### config.mk
export PLATFORM = sky130hd
export DESIGN_NAME = register_machine_alu_execute_flat
export DESIGN_NICKNAME = d
export VERILOG_FILES = /design/src/design/rmae_pkg.sv /design/src/design/rmae_if.sv /design/src/design/rmae_regfile.sv /design/src/design/rmae_mdu.sv /design/src/design/register_machine_alu_execute.sv /design/src/flat_wrapper.sv
export SDC_FILE = /design/constraint.sdc
export NUM_CORES = 1
export LEC_CHECK = 0
export BUFFER_PORTS_ARGS = -buffer_cell sky130_fd_sc_hd__buf_2
export CAP_MARGIN = 20
export CORE_MARGIN = 1.5
export CORE_UTILIZATION = 57
export DETAILED_ROUTE_END_ITERATION = 7
export HOLD_SLACK_MARGIN = 0.12
export PLACE_DENSITY_LB_ADDON = 0.12
export SLEW_MARGIN = 5
export SYNTH_ARGS = -nofsm -noshare
export SYNTH_HDL_FRONTEND = slang
export SYNTH_SLANG_ARGS = --single-unit
### constraint.sdc
create_clock -name i_clk -period 4.58 [get_ports i_clk]
set_input_delay 0.229 -clock i_clk [delete_from_list [all_inputs] [get_ports i_clk]]
set_output_delay 0.229 -clock i_clk [all_outputs]
set_load 0.02 [all_outputs]
### src/design/rmae_pkg.sv
// Shared types and constants of the register machine ALU execute block.
// Depends on nothing; every other design file refers to it by scoped names.
package rmae_pkg;

    localparam int DATA_W      = 32;
    localparam int NUM_REGS    = 4;
    localparam int REG_FIELD_W = 2;
    localparam int FUNC_W      = 4;
    localparam int REG_IDX_W   = (NUM_REGS > 1) ? $clog2(NUM_REGS) : 1;
    localparam int STEP_CNT_W  = $clog2(DATA_W);

    // Operation codes of the func field.
    localparam logic [FUNC_W-1:0] FUNC_IN   = 4'd0;
    localparam logic [FUNC_W-1:0] FUNC_OUT  = 4'd1;
    localparam logic [FUNC_W-1:0] FUNC_MOV  = 4'd2;
    localparam logic [FUNC_W-1:0] FUNC_XCHG = 4'd3;
    localparam logic [FUNC_W-1:0] FUNC_ADD  = 4'd4;
    localparam logic [FUNC_W-1:0] FUNC_SUB  = 4'd5;
    localparam logic [FUNC_W-1:0] FUNC_MUL  = 4'd6;
    localparam logic [FUNC_W-1:0] FUNC_DIV  = 4'd7;
    localparam logic [FUNC_W-1:0] FUNC_MOD  = 4'd8;
    localparam logic [FUNC_W-1:0] FUNC_AND  = 4'd9;
    localparam logic [FUNC_W-1:0] FUNC_OR   = 4'd10;
    localparam logic [FUNC_W-1:0] FUNC_XOR  = 4'd11;

    typedef struct packed {
        logic [FUNC_W-1:0]        func;
        logic [REG_FIELD_W-1:0]   dest_reg;
        logic [REG_FIELD_W-1:0]   src_a_reg;
        logic [REG_FIELD_W-1:0]   src_b_reg;
        logic                     three_operand;
        logic signed [DATA_W-1:0] load_value;
    } t_instr;

    typedef struct packed {
        logic                     out_valid;
        logic signed [DATA_W-1:0] out_data;
        logic                     div_by_zero;
    } t_result;

    typedef enum logic [2:0] {
        MDU_ADD,
        MDU_SUB,
        MDU_MUL,
        MDU_DIV,
        MDU_MOD
    } t_mdu_op;

    typedef struct packed {
        logic              start;
        t_mdu_op           op;
        logic [DATA_W-1:0] a;
        logic [DATA_W-1:0] b;
    } t_mdu_req;

    typedef struct packed {
        logic              done;
        logic [DATA_W-1:0] result;
    } t_mdu_rsp;

endpackage

### src/design/rmae_if.sv
// Valid/ready channel interfaces for instructions in and results out.
// Depends on rmae_pkg for the payload types.
interface rmae_in_if;
    logic                  valid;
    logic                  ready;
    rmae_pkg::t_instr      payload;

    modport source (output valid, output payload, input ready);
    modport sink   (input valid, input payload, output ready);
endinterface

interface rmae_out_if;
    logic                  valid;
    logic                  ready;
    rmae_pkg::t_result     payload;

    modport source (output valid, output payload, input ready);
    modport sink   (input valid, input payload, output ready);
endinterface

### src/design/rmae_regfile.sv
// Register file: one write port, one registered read port, valid bits per entry.
// Depends on rmae_pkg for sizes.
module rmae_regfile (
    input  logic                                i_clk,
    input  logic                                i_rst_n,
    input  logic [rmae_pkg::REG_FIELD_W-1:0]    i_rd_addr,
    output logic [rmae_pkg::DATA_W-1:0]         o_rd_data,
    input  logic                                i_wr_en,
    input  logic [rmae_pkg::REG_FIELD_W-1:0]    i_wr_addr,
    input  logic [rmae_pkg::DATA_W-1:0]         i_wr_data
);

    localparam logic [31:0] NUM_REGS_U = 32'(rmae_pkg::NUM_REGS);

    logic [rmae_pkg::DATA_W-1:0]    r_mem [rmae_pkg::NUM_REGS];
    logic [rmae_pkg::NUM_REGS-1:0]  r_valid;
    logic [rmae_pkg::DATA_W-1:0]    r_rd_data;

    logic                           rd_in_range;
    logic                           wr_in_range;
    logic [rmae_pkg::REG_IDX_W-1:0] rd_idx;
    logic [rmae_pkg::REG_IDX_W-1:0] wr_idx;

    // Indexes past the file read as zero and drop writes.
    assign rd_in_range = 32'(i_rd_addr) < NUM_REGS_U;
    assign wr_in_range = 32'(i_wr_addr) < NUM_REGS_U;
    assign rd_idx      = rmae_pkg::REG_IDX_W'(i_rd_addr);
    assign wr_idx      = rmae_pkg::REG_IDX_W'(i_wr_addr);

    always_ff @(posedge i_clk) begin
        if (!i_rst_n) begin
            r_valid <= '0;
        end else if (i_wr_en && wr_in_range) begin
            r_valid[wr_idx] <= 1'b1;
        end
    end

    always_ff @(posedge i_clk) begin
        if (i_wr_en && wr_in_range) begin
            r_mem[wr_idx] <= i_wr_data;
        end
    end

    // Entries never written since reset read as zero.
    always_ff @(posedge i_clk) begin
        if (rd_in_range && r_valid[rd_idx]) begin
            r_rd_data <= r_mem[rd_idx];
        end else begin
            r_rd_data <= '0;
        end
    end

    assign o_rd_data = r_rd_data;

endmodule

### src/design/rmae_mdu.sv
// Shared arithmetic unit: one 33-bit adder used for add/sub, shift-add multiply,
// restoring divide and the final sign fix. Depends on rmae_pkg.
module rmae_mdu (
    input  logic                  i_clk,
    input  logic                  i_rst_n,
    input  rmae_pkg::t_mdu_req    i_req,
    output rmae_pkg::t_mdu_rsp    o_rsp
);

    localparam int W = rmae_pkg::DATA_W;
    localparam logic [rmae_pkg::STEP_CNT_W-1:0] CNT_LAST = rmae_pkg::STEP_CNT_W'(W - 1);

    typedef enum logic [2:0] {
        M_IDLE,
        M_ARITH,
        M_MUL,
        M_DIV,
        M_FIX
    } t_state;

    t_state                         r_state;
    logic [W-1:0]                   r_acc;      // accumulator / partial remainder
    logic [W-1:0]                   r_opa;      // addend / multiplicand / divisor magnitude
    logic [W-1:0]                   r_opb;      // multiplier / quotient
    logic                           r_sub;
    logic                           r_neg;
    logic                           r_mod;
    logic [rmae_pkg::STEP_CNT_W-1:0] r_cnt;
    logic                           r_done;
    logic [W-1:0]                   r_result;

    logic [W:0]   add_a;
    logic [W:0]   add_b;
    logic         add_sub;
    logic [W:0]   sum;
    logic [W-1:0] partial;
    logic [W-1:0] mag_a;
    logic [W-1:0] mag_b;
    logic         div_ok;

    assign mag_a   = i_req.a[W-1] ? (~i_req.a + W'(1)) : i_req.a;
    assign mag_b   = i_req.b[W-1] ? (~i_req.b + W'(1)) : i_req.b;
    assign partial = {r_acc[W-2:0], r_opb[W-1]};
    assign div_ok  = !sum[W];

    always_comb begin
        add_a   = {1'b0, r_acc};
        add_b   = {1'b0, r_opa};
        add_sub = r_sub;
        unique case (r_state)
            M_MUL: begin
                add_sub = 1'b0;
            end
            M_DIV: begin
                add_a   = {1'b0, partial};
                add_sub = 1'b1;
            end
            M_FIX: begin
                add_a   = '0;
                add_b   = {1'b0, (r_mod ? r_acc : r_opb)};
                add_sub = r_neg;
            end
            default: begin
            end
        endcase
        sum = add_a + (add_b ^ {(W + 1){add_sub}}) + (W + 1)'(add_sub);
    end

    always_ff @(posedge i_clk) begin
        if (!i_rst_n) begin
            r_state <= M_IDLE;
            r_done  <= 1'b0;
        end else begin
            r_done <= 1'b0;
            unique case (r_state)
                M_IDLE: begin
                    if (i_req.start) begin
                        r_cnt <= '0;
                        unique case (i_req.op)
                            rmae_pkg::MDU_ADD, rmae_pkg::MDU_SUB: begin
                                r_acc   <= i_req.a;
                                r_opa   <= i_req.b;
                                r_sub   <= (i_req.op == rmae_pkg::MDU_SUB);
                                r_state <= M_ARITH;
                            end
                            rmae_pkg::MDU_MUL: begin
                                r_acc   <= '0;
                                r_opa   <= i_req.a;
                                r_opb   <= i_req.b;
                                r_state <= M_MUL;
                            end
                            rmae_pkg::MDU_DIV, rmae_pkg::MDU_MOD: begin
                                r_acc   <= '0;
                                r_opa   <= mag_b;
                                r_opb   <= mag_a;
                                r_mod   <= (i_req.op == rmae_pkg::MDU_MOD);
                                // quotient sign from both operands, remainder from dividend
                                r_neg   <= (i_req.op == rmae_pkg::MDU_MOD) ? i_req.a[W-1]
                                           : (i_req.a[W-1] ^ i_req.b[W-1]);
                                r_state <= M_DIV;
                            end
                            default: begin
                                r_state <= M_IDLE;
                            end
                        endcase
                    end
                end
                M_ARITH: begin
                    r_result <= sum[W-1:0];
                    r_done   <= 1'b1;
                    r_state  <= M_IDLE;
                end
                M_MUL: begin
                    if (r_opb[0]) begin
                        r_acc <= sum[W-1:0];
                    end
                    r_opa <= {r_opa[W-2:0], 1'b0};
                    r_opb <= {1'b0, r_opb[W-1:1]};
                    r_cnt <= r_cnt + 1'b1;
                    if (r_cnt == CNT_LAST) begin
                        r_result <= r_opb[0] ? sum[W-1:0] : r_acc;
                        r_done   <= 1'b1;
                        r_state  <= M_IDLE;
                    end
                end
                M_DIV: begin
                    r_acc <= div_ok ? sum[W-1:0] : partial;
                    r_opb <= {r_opb[W-2:0], div_ok};
                    r_cnt <= r_cnt + 1'b1;
                    if (r_cnt == CNT_LAST) begin
                        r_state <= M_FIX;
                    end
                end
                M_FIX: begin
                    r_result <= sum[W-1:0];
                    r_done   <= 1'b1;
                    r_state  <= M_IDLE;
                end
                default: begin
                    r_state <= M_IDLE;
                end
            endcase
        end
    end

    assign o_rsp.done   = r_done;
    assign o_rsp.result = r_result;

endmodule

### src/design/register_machine_alu_execute.sv
// Top level of the register machine ALU execute block.
// Depends on rmae_pkg, rmae_if, rmae_regfile and rmae_mdu.
//
// Usage:
//   i_instr  carries one decoded instruction per transaction (func, register
//            indexes, operand form, immediate). A transaction completes on a
//            rising edge with valid and ready both high.
//   o_result carries exactly one result per instruction, in order: out_valid
//            and out_data for an OUT, div_by_zero for a div/mod by zero.
//   The block works on one instruction at a time. i_instr.ready is high only
//   while the sequencer is idle. After an accept the sequencer reads x, then
//   y, then executes; xchg writes its second half, and add/sub/mul and nonzero
//   div/mod wait for the shared unit, before the result enters the output register.
//   The next instruction can be taken in the cycle its predecessor's result
//   is first offered, so a stream of mul/div is paced by the shared adder,
//   which serves multiply and divide one bit per cycle over 32 steps.
//   Reset clears the register file (through valid bits) and leaves both
//   channels empty with i_instr.ready high.
//   When the receiver stalls, the finished result waits in the output
//   register; the block still accepts the next instruction and holds that
//   one's result back until the output register is free.
module register_machine_alu_execute (
    input  logic         i_clk,
    input  logic         i_rst_n,
    rmae_in_if.sink      i_instr,
    rmae_out_if.source   o_result
);

    localparam int W = rmae_pkg::DATA_W;

    typedef enum logic [2:0] {
        S_IDLE,
        S_READ_A,
        S_READ_B,
        S_EXEC,
        S_XCHG,
        S_WAIT,
        S_RESULT
    } t_state;

    t_state               r_state;
    rmae_pkg::t_instr     r_instr;
    logic [W-1:0]         r_x;
    logic [W-1:0]         r_y;
    rmae_pkg::t_result    r_res;
    rmae_pkg::t_result    r_out;
    logic                 r_out_v;

    logic [rmae_pkg::REG_FIELD_W-1:0] rd_addr;
    logic [W-1:0]                     rd_data;
    logic                             wr_en;
    logic [rmae_pkg::REG_FIELD_W-1:0] wr_addr;
    logic [W-1:0]                     wr_data;
    rmae_pkg::t_mdu_req               mdu_req;
    rmae_pkg::t_mdu_rsp               mdu_rsp;

    logic in_three;
    logic cur_three;
    logic y_zero;
    logic out_load;

    // Three-operand form only matters for the ALU codes.
    assign in_three  = i_instr.payload.three_operand
                       && (i_instr.payload.func >= rmae_pkg::FUNC_ADD)
                       && (i_instr.payload.func <= rmae_pkg::FUNC_XOR);
    assign cur_three = r_instr.three_operand
                       && (r_instr.func >= rmae_pkg::FUNC_ADD)
                       && (r_instr.func <= rmae_pkg::FUNC_XOR);
    assign y_zero    = (r_y == '0);

    // Move the finished result into the output register once it is free.
    assign out_load  = (r_state == S_RESULT) && (!r_out_v || o_result.ready);

    // Read x while idle (address from the incoming transaction), y while in S_READ_A.
    always_comb begin
        if (r_state == S_READ_A) begin
            rd_addr = cur_three ? r_instr.src_b_reg : r_instr.src_a_reg;
        end else begin
            rd_addr = in_three ? i_instr.payload.src_a_reg : i_instr.payload.dest_reg;
        end
    end

    rmae_regfile u_regfile (
        .i_clk     (i_clk),
        .i_rst_n   (i_rst_n),
        .i_rd_addr (rd_addr),
        .o_rd_data (rd_data),
        .i_wr_en   (wr_en),
        .i_wr_addr (wr_addr),
        .i_wr_data (wr_data)
    );

    // Kick the shared unit for add, sub, mul and nonzero div/mod.
    always_comb begin
        mdu_req.start = 1'b0;
        mdu_req.op    = rmae_pkg::MDU_ADD;
        mdu_req.a     = r_x;
        mdu_req.b     = r_y;
        if (r_state == S_EXEC) begin
            unique case (r_instr.func)
                rmae_pkg::FUNC_ADD: begin
                    mdu_req.start = 1'b1;
                end
                rmae_pkg::FUNC_SUB: begin
                    mdu_req.start = 1'b1;
                    mdu_req.op    = rmae_pkg::MDU_SUB;
                end
                rmae_pkg::FUNC_MUL: begin
                    mdu_req.start = 1'b1;
                    mdu_req.op    = rmae_pkg::MDU_MUL;
                end
                rmae_pkg::FUNC_DIV: begin
                    mdu_req.start = !y_zero;
                    mdu_req.op    = rmae_pkg::MDU_DIV;
                end
                rmae_pkg::FUNC_MOD: begin
                    mdu_req.start = !y_zero;
                    mdu_req.op    = rmae_pkg::MDU_MOD;
                end
                default: begin
                end
            endcase
        end
    end

    rmae_mdu u_mdu (
        .i_clk   (i_clk),
        .i_rst_n (i_rst_n),
        .i_req   (mdu_req),
        .o_rsp   (mdu_rsp)
    );

    // Register file write port.
    always_comb begin
        wr_en   = 1'b0;
        wr_addr = r_instr.dest_reg;
        wr_data = r_y;
        unique case (r_state)
            S_EXEC: begin
                unique case (r_instr.func)
                    rmae_pkg::FUNC_IN: begin
                        wr_en   = 1'b1;
                        wr_data = r_instr.load_value;
                    end
                    rmae_pkg::FUNC_MOV: begin
                        wr_en   = 1'b1;
                    end
                    rmae_pkg::FUNC_XCHG: begin
                        // first half: old dest goes to src a
                        wr_en   = (r_instr.dest_reg != r_instr.src_a_reg);
                        wr_addr = r_instr.src_a_reg;
                        wr_data = r_x;
                    end
                    rmae_pkg::FUNC_AND: begin
                        wr_en   = 1'b1;
                        wr_data = r_x & r_y;
                    end
                    rmae_pkg::FUNC_OR: begin
                        wr_en   = 1'b1;
                        wr_data = r_x | r_y;
                    end
                    rmae_pkg::FUNC_XOR: begin
                        wr_en   = 1'b1;
                        wr_data = r_x ^ r_y;
                    end
                    default: begin
                    end
                endcase
            end
            S_XCHG: begin
                wr_en = 1'b1;
            end
            S_WAIT: begin
                wr_en   = mdu_rsp.done;
                wr_data = mdu_rsp.result;
            end
            default: begin
            end
        endcase
    end

    // Sequencer, working copies and output register.
    always_ff @(posedge i_clk) begin
        if (!i_rst_n) begin
            r_state <= S_IDLE;
            r_out_v <= 1'b0;
        end else begin
            // load a finished result, or drop the one the receiver takes
            if (out_load) begin
                r_out_v <= 1'b1;
            end else if (r_out_v && o_result.ready) begin
                r_out_v <= 1'b0;
            end
            unique case (r_state)
                S_IDLE: begin
                    if (i_instr.valid) begin
                        r_instr <= i_instr.payload;
                        r_state <= S_READ_A;
                    end
                end
                S_READ_A: begin
                    r_x     <= rd_data;
                    r_state <= S_READ_B;
                end
                S_READ_B: begin
                    r_y     <= rd_data;
                    r_state <= S_EXEC;
                end
                S_EXEC: begin
                    unique case (r_instr.func)
                        rmae_pkg::FUNC_OUT: begin
                            r_res   <= '{out_valid: 1'b1, out_data: r_x, div_by_zero: 1'b0};
                            r_state <= S_RESULT;
                        end
                        rmae_pkg::FUNC_XCHG: begin
                            r_res   <= '0;
                            r_state <= (r_instr.dest_reg != r_instr.src_a_reg) ? S_XCHG
                                       : S_RESULT;
                        end
                        rmae_pkg::FUNC_ADD, rmae_pkg::FUNC_SUB, rmae_pkg::FUNC_MUL: begin
                            r_res   <= '0;
                            r_state <= S_WAIT;
                        end
                        rmae_pkg::FUNC_DIV, rmae_pkg::FUNC_MOD: begin
                            // a zero divisor skips the unit and flags the result
                            r_res   <= '{out_valid: 1'b0, out_data: '0, div_by_zero: y_zero};
                            r_state <= y_zero ? S_RESULT : S_WAIT;
                        end
                        default: begin
                            r_res   <= '0;
                            r_state <= S_RESULT;
                        end
                    endcase
                end
                S_XCHG: begin
                    r_state <= S_RESULT;
                end
                S_WAIT: begin
                    if (mdu_rsp.done) begin
                        r_state <= S_RESULT;
                    end
                end
                S_RESULT: begin
                    // hold until the output register is free
                    if (out_load) begin
                        r_out   <= r_res;
                        r_state <= S_IDLE;
                    end
                end
                default: begin
                    r_state <= S_IDLE;
                end
            endcase
        end
    end

    assign i_instr.ready    = (r_state == S_IDLE);
    assign o_result.valid   = r_out_v;
    assign o_result.payload = r_out;

endmodule

### src/flat_wrapper.sv
// flat-port wrapper written by rule: the top's interface ports become plain ports
module register_machine_alu_execute_flat 
  (i_clk, i_rst_n, i_instr_valid, i_instr_payload, i_instr_ready, o_result_valid, o_result_payload, o_result_ready);
  rmae_in_if i_instr_i ();
  rmae_out_if o_result_i ();
  input  logic i_clk;
  input  logic i_rst_n;
  input wire logic [$bits(i_instr_i.valid)-1:0] i_instr_valid;
  input wire logic [$bits(i_instr_i.payload)-1:0] i_instr_payload;
  output wire logic [$bits(i_instr_i.ready)-1:0] i_instr_ready;
  output wire logic [$bits(o_result_i.valid)-1:0] o_result_valid;
  output wire logic [$bits(o_result_i.payload)-1:0] o_result_payload;
  input wire logic [$bits(o_result_i.ready)-1:0] o_result_ready;
  assign i_instr_i.valid = i_instr_valid;
  assign i_instr_i.payload = i_instr_payload;
  assign i_instr_ready = i_instr_i.ready;
  assign o_result_valid = o_result_i.valid;
  assign o_result_payload = o_result_i.payload;
  assign o_result_i.ready = o_result_ready;
  register_machine_alu_execute u_core (.i_clk(i_clk), .i_rst_n(i_rst_n), .i_instr(i_instr_i), .o_result(o_result_i));
endmodule
# Yosys cells after proc, flatten, opt, wreduce, memory -nomap -nowiden

Memory sizes are Yosys's and may differ from the RTL's. A register that Yosys moved wholly into a read port is not among the register bits.
Cells that the tools add are included.

Register bits: 323
Bits in writable memories: 128
Input bits: 47
Output and inout bits: 36
Logic and storage cells: 185
Memories kept: 1

Memories:

| name                   | words | bits a word | rd ports | clocked after memory_dff | write ports | RTL line           | text |
|---|---|---|---|---|---|---|---|
| u_core.u_regfile.r_mem | 4     | 32          | 1        | 1                        | 1           | rmae_regfile.sv:15 | `logic [rmae_pkg::DATA_W-1:0] r_mem [rmae_pkg::NUM_REGS];` |

Add/sub/neg operators: 5
Order comparisons: 7
Equal/unequal tests: 36
Mux-type cells: 57
Bitwise operators: 8
Reduce and logical (&&, ||, !) cells: 44

Operator list:

| cell                                                                  | number |
|---|---|
| 32-bit one-hot mux with 2 select lines                                | 6 |
| 32-bit 2-to-1 mux                                                     | 10 |
| 32-bit one-hot mux with 3 select lines                                | 3 |
| 32-bit one-hot mux with 5 select lines                                | 1 |
| 34-bit one-hot mux with 2 select lines                                | 1 |
| 32-bit by 1-bit adder with 32-bit output, second input constant       | 2 |
| 32-bit NOT                                                            | 2 |
| 33-bit by 1-bit adder with 33-bit output                              | 1 |
| 33-bit adder                                                          | 1 |
| 33-bit bitwise XOR                                                    | 1 |
| 32-bit AND                                                            | 1 |
| 32-bit zero test                                                      | 1 |
| 32-bit OR                                                             | 1 |
| 32-bit bitwise XOR                                                    | 1 |
| 3-bit one-hot mux with 7 select lines                                 | 1 |
| 4-bit AND reduction                                                   | 5 |
| 3-bit by 2-bit equality test with 1-bit output, second input constant | 6 |
| 3-bit 2-to-1 mux                                                      | 6 |
| 3-bit one-hot mux with 3 select lines                                 | 2 |
| 3-bit AND reduction                                                   | 6 |
| 4-bit by 3-bit equality test with 1-bit output, second input constant | 4 |
| 4-bit equality test, second input constant                            | 4 |
| 3-bit equality test, second input constant                            | 5 |
| 2-bit 2-to-1 mux                                                      | 7 |
| 38 further kinds                                                      | 79 |

# Longest topological paths before layout

Depth in word-level cells: 9
Depth in mapped cells: 22

# Hierarchy

From an unflattened synthesis, not the netlist that was laid out.

Cells, all modules: 2371
Area, all modules: 26879.5 um^2

Modules (own cells, without submodules):

| module                       | instances | cells an instance | area each (um^2) | sequential area each (um^2) |
|---|---|---|---|---|
| rmae_mdu                     | 1         | 1418              | 12060.3          | 4164.0 |
| register_machine_alu_execute | 1         | 705               | 8999.9           | 5335.1 |
| rmae_regfile                 | 1         | 248               | 5819.3           | 4564.4 |

# Least setup slack after synthesis

No wires, ideal clock.

Kind: register to register
Start: register u_core.u_mdu.r_state[0]
End: register u_core.u_mdu.r_acc[8], data pin
Library setup time: 0.275 ns
Arrival: 4.779 ns
Data required time: 4.305 ns
Path slack: -0.474 ns
Stages on the path, launching flop included: 20
Path buffers: 5
Clock period less this slack: 5.054 ns
Path through: dfxtp_1 > clkbuf_1 > nor2_1 > a22o_1 > a221oi_1 > clkbuf_1 > buf_1 > xnor2_1 > fa_1 > a21o_1 > a221oi_2 > o221ai_1 > o22ai_1 > o221ai_1 > nand3_1 > nor3b_2 > buf_2 > buf_4 > mux2i_1 > o221ai_1

Cells in the longest elaborated chain, start to end: 7
Elaborated cells between the ends (all ways): 13

Ends and longest elaborated chain:

| what                                                                                         | RTL line                         | text |
|---|---|---|
| from (decl)                                                                                  | rmae_mdu.sv:21                   | `t_state r_state;` |
| from (signal assigned)                                                                       | rmae_mdu.sv:71                   | `r_state <= M_IDLE;` |
| from (signal assigned)                                                                       | rmae_mdu.sv:84                   | `r_state <= M_ARITH;` |
| from (signal assigned)                                                                       | rmae_mdu.sv:90                   | `r_state <= M_MUL;` |
| 3-bit equality test / 3-bit by 2-bit equality test with 1-bit output (equally long branches) | rmae_mdu.sv:50, rmae_mdu.sv:75   |  |
| 1-bit one-hot mux with 3 select lines / 32-bit 2-to-1 mux (equally long branches)            | rmae_mdu.sv:50                   | `unique case (r_state)` |
| 33-bit bitwise XOR                                                                           | rmae_mdu.sv:66                   | `sum = add_a + (add_b ^ {(W + 1){add_sub}}) + (W + 1)'(add_sub);` |
| 33-bit adder                                                                                 | rmae_mdu.sv:66                   |  |
| 33-bit by 1-bit adder with 33-bit output                                                     | rmae_mdu.sv:66                   |  |
| 32-bit 2-to-1 mux (on tied branches)                                                         | rmae_mdu.sv:127, rmae_mdu.sv:114 |  |
| 32-bit one-hot mux with 3 select lines (*)                                                   | rmae_mdu.sv:75                   | `unique case (r_state)` |
| to (signal assigned)                                                                         | rmae_mdu.sv:81                   | `r_acc <= i_req.a;` |
| to (signal assigned)                                                                         | rmae_mdu.sv:115                  | `r_acc <= sum[W-1:0];` |
| to (signal assigned)                                                                         | rmae_mdu.sv:127                  | `r_acc <= div_ok ? sum[W-1:0] : partial;` |
| to (decl)                                                                                    | rmae_mdu.sv:22                   | `logic [W-1:0] r_acc;` |

Every way passes the cells marked *; elsewhere a longest branch is shown, timed or not.
A chain may end at the register's enable or synchronous reset.

# Final worst setup path

Start: register u_core.u_mdu.r_state[1]
End: register u_core.u_mdu.r_acc[28], data pin

The elaborated chain is that of the path after synthesis.

==> flow_summary.yaml <==
worst_setup_path:
  crit_buf_inv: 2
  critPathMaxStageDelay_ps: 590
  cp-end-kind: "register"
  critPathLaunchType: "register"
  cp_data_required_time_ps: 4910
  path_cells: "nor2_1 -> a22o_1 -> a221oi_4 -> buf_4 -> buf_12 -> xnor2_1 -> ha_1 -> and3_1 -> a221oi_2 -> o221ai_2 -> o22ai_2 -> or4_1 -> and2_1 -> a31oi_1 -> xor2_1 -> a222oi_1 -> o21ai_1"
  cp_top_family: "compound AO/OA/AOI/OAI gates"
  path_class: "reg -> reg"
  critPathMaxFanout: 10
  crit_path_top_delay_cell: "or4_1"
  cp.arrival_ps: 4690
timing:
  period_share_pct: 95.1
  relSlewSlack_pct: 30.6
  fin_skew_ps: 22.5
  hold_viol: 0
  finalSetupTns_ps: 0
  fmax_ghz: 0.230
  layout_setup_ws_ps: 224
  timing.final.crit_period_ps: 4360
  maxSlewViolCount: 0
  tightestPinTransition_ps: 1040
  setup_violations: 0
global_route:
  antenna_found_initial: 1
  grt_max_degree: 89
  grt_first_pass_wirelength_um: 117000
  grt_usage_pct: 33.1
  grt_pass1_vias: 18600
  grt_overflow: 0
pwr:
  cellPowerDensity_nw_per_um2: 348
  p_leak_nw: 10.7
  fin_total_pwr_w: 0.0103
  ir_drop_v: 0.000430
layout:
  drive_gt1_share_pct: 15.3
  diodes: 0
  fin_nets: 2558
  final.fill_count: 3489
  area_delta_synth_final_pct: 14.1
  final_area_um2: 29700
cts:
  cts_buffer_depth: 3
  cts_sinks: 483
  path_clk_slew_ps: 70
  clk_latency_ps: 600
  cts_tree: "done"
  cts_max_level: 2
  cts-root-buf: "clkbuf_16"
  cts_made_buffers: 49
die:
  die_width_um: 217
  io_pins: 83
  fp.dieH_um: 217
  row_count: 78
  core_area_um2: 45300
  start_util_pct: 57.6
  dieArea_um2: 47000
placed_design:
  dp_hpwl_um: 55800
  place.gp.congestion: 0.991
  io_buffers: 82
  place_ws_ps: -80.8
  placed_area_um2: 27500
logic_synthesis:
  yosysUniqueCellTypes: 81
  ys_ff_latch: 483
  syn_area_um2: 26100
  yosysSeqAreaShare_pct: 53.9
  syn_nets: 2422
  synth_edf_count: 439
  ys.warnings.count: 0
  ys_async_sr_fraction_pct: 0
  ys.flop_type: "edfxtp_1"
  synth_cells: 2275
  avgSynthCellArea_um2: 11.5
detailed_routing:
  detail-route-antenna-nets: 0
  drt-pass1-iter-count: 8
  drc: 14
  wl_per_cell_um: 25.7
  drt_iter0_drc: 2629
  drt-vias-per-instance: 6.44
  vias: 19700
  wl_um: 78300
run_status:
  status: "finished, violations left"
  violations: "DRC"
job:
  drv_cap: 0
hold_path:
  hold_class: "in -> reg"
-- report_power, final --
group	switching [W]	internal, W	leakage, nW
Combinational	0.000750	0.000544	5.63
Clock	0.00168	0.00219	0.756
Sequential	0.000187	0.00499	4.35
Total	0.00262	0.00772	10.7
-- final timing paths --
path                            from                     endpoint  slack (ps)  depth (start not counted)
min reg2reg         u_core.r_res[25]  u_core.o_result.payload[25]         420                          0
min               i_instr_payload[6]            u_core.r_instr[6]         350                          2
max          u_core.u_mdu.r_state[1]       u_core.u_mdu.r_acc[28]         220                         17
max reg2reg  u_core.u_mdu.r_state[1]       u_core.u_mdu.r_acc[28]         220                         17
-- per-layer routing --
layer	global-route usage, %	up-vias	wire, µm
met5	0	-	0
met4	11.0	0	2640
met2	47.9	1098	33500
met1	50.8	9506	34200
met3	5.42	113	7930
li1	-	8941	-
-- stage by stage --
step           hold slack [ps]  util [%]  instances
6_report                   347      65.7       3051
5_1_grt                    332      65.7       3051
4_1_cts                    319      65.1       3035
3_5_place_dp               408      60.6       2896
3_3_place_gp               405      60.6       2896
2_1_floorplan              328         -       2275
-- sequential cells by signal, summed over array words and instances (netlist names), 5 cells and up --
signal,flops
u_core.u_mdu.r_opb,32
u_core.u_mdu.r_opa,32
u_core.r_res,34
u_core.r_y,32
u_core.r_x,32
u_core.o_result.payload,34
u_core.u_mdu.r_acc,32
u_core.u_mdu.r_result,32
u_core.r_instr,43
u_core.u_regfile.o_rd_data,32
u_core.u_mdu.r_cnt,5
u_core.u_regfile.r_mem,128
-- worst register-to-register path: cells and delay by family (launching register included) --
family,cells,cell delay (ps)
AOI/OAI and AO/OA,8,1670
and+or+nand+nor,4,1120
DFF,1,400
adders and majority gates,1,360
buffers and inverters,2,290
xor gates and xnor gates,2,240
-- cell usage after synthesis, drive strengths merged (13+ instances only) --
library cell	instances	area (µm²)
a21o	20	150
nor2b	44	275
nand4	13	87.6
a22o	34	298
a211oi	39	293
mux4	32	721
o21ai	119	596
clkbuf	137	578
xnor2	80	701
edfxtp	439	13200
buf	20	108
inv	79	297
a22oi	20	150
nor4	41	278
xor2	16	140
a221o	18	180
nand2	174	653
o221ai	17	149
a21oi	180	901
nor3	35	191
mux2	26	293
mux2i	103	1030
dfxtp	44	881
nand2b	13	81.3
a222oi	43	430
ha	99	1240
nand3	18	90.1
nor2	200	751
a31oi	23	144
o31ai	13	97.6
and2	13	81.3
-- logic make-up (layout without fill, tap and decap cells) --
| logic type | Yosys count | count (layout) | synth area share (%) |
|---|---|---|---|
| compound gates | 604 | 604 | 15.6 |
| xor+xnor | 96 | 96 | 3.22 |
| fa+ha+maj | 100 | 100 | 4.83 |
| buf+inv | 236 | 412 | 3.77 |
| flops | 483 | 483 | 53.9 |
| mux | 161 | 161 | 7.84 |
| simple gates | 595 | 595 | 10.8 |
-- timing repair --
| action | in CTS | in global routing |
|---|---|---|
| hold buffers | 48 | 0 |
| setup endpoints to repair | 2 | 39 |
| setup buffers | 0 | 13 |
| cloned | 0 | 2 |
| endpoints found under the hold margin | 52 | 0 |
| gates resized for setup | 2 | 20 |
| pin swaps | 0 | 6 |
-- cells in the final DEF (no fill, tap or decap), drive strengths merged, types with 13 or more instances in the layout --
cell type      n
dlygate4sd3   48
nor3          35
a22o          34
o221ai        17
a21oi        180
o31ai         13
edfxtp       439
o21ai        119
buf          192
a22oi         20
a221o         18
nor2         200
nor4          41
and2          13
nand4         13
xor2          16
inv           82
nand3         18
a21o          20
a211oi        39
xnor2         80
clkbuf        77
nand2        174
mux2          26
dfxtp         44
mux2i        103
a31oi         23
nand2b        13
mux4          32
ha            99
nor2b         44
a222oi        43
-- layout make-up --
class                      instances  area (µm²)  area share (%)
sequential                       483       14100            47.3
multi-input combinational       1556       11200            37.7
timing repair buffer             242        1870            6.27
clock buffer                      75        1410            4.73
tap                              600         751            2.52
inverter                          79         297           0.997
clock inverter                    16         141           0.475
Power figures use the tool's default switching activity.
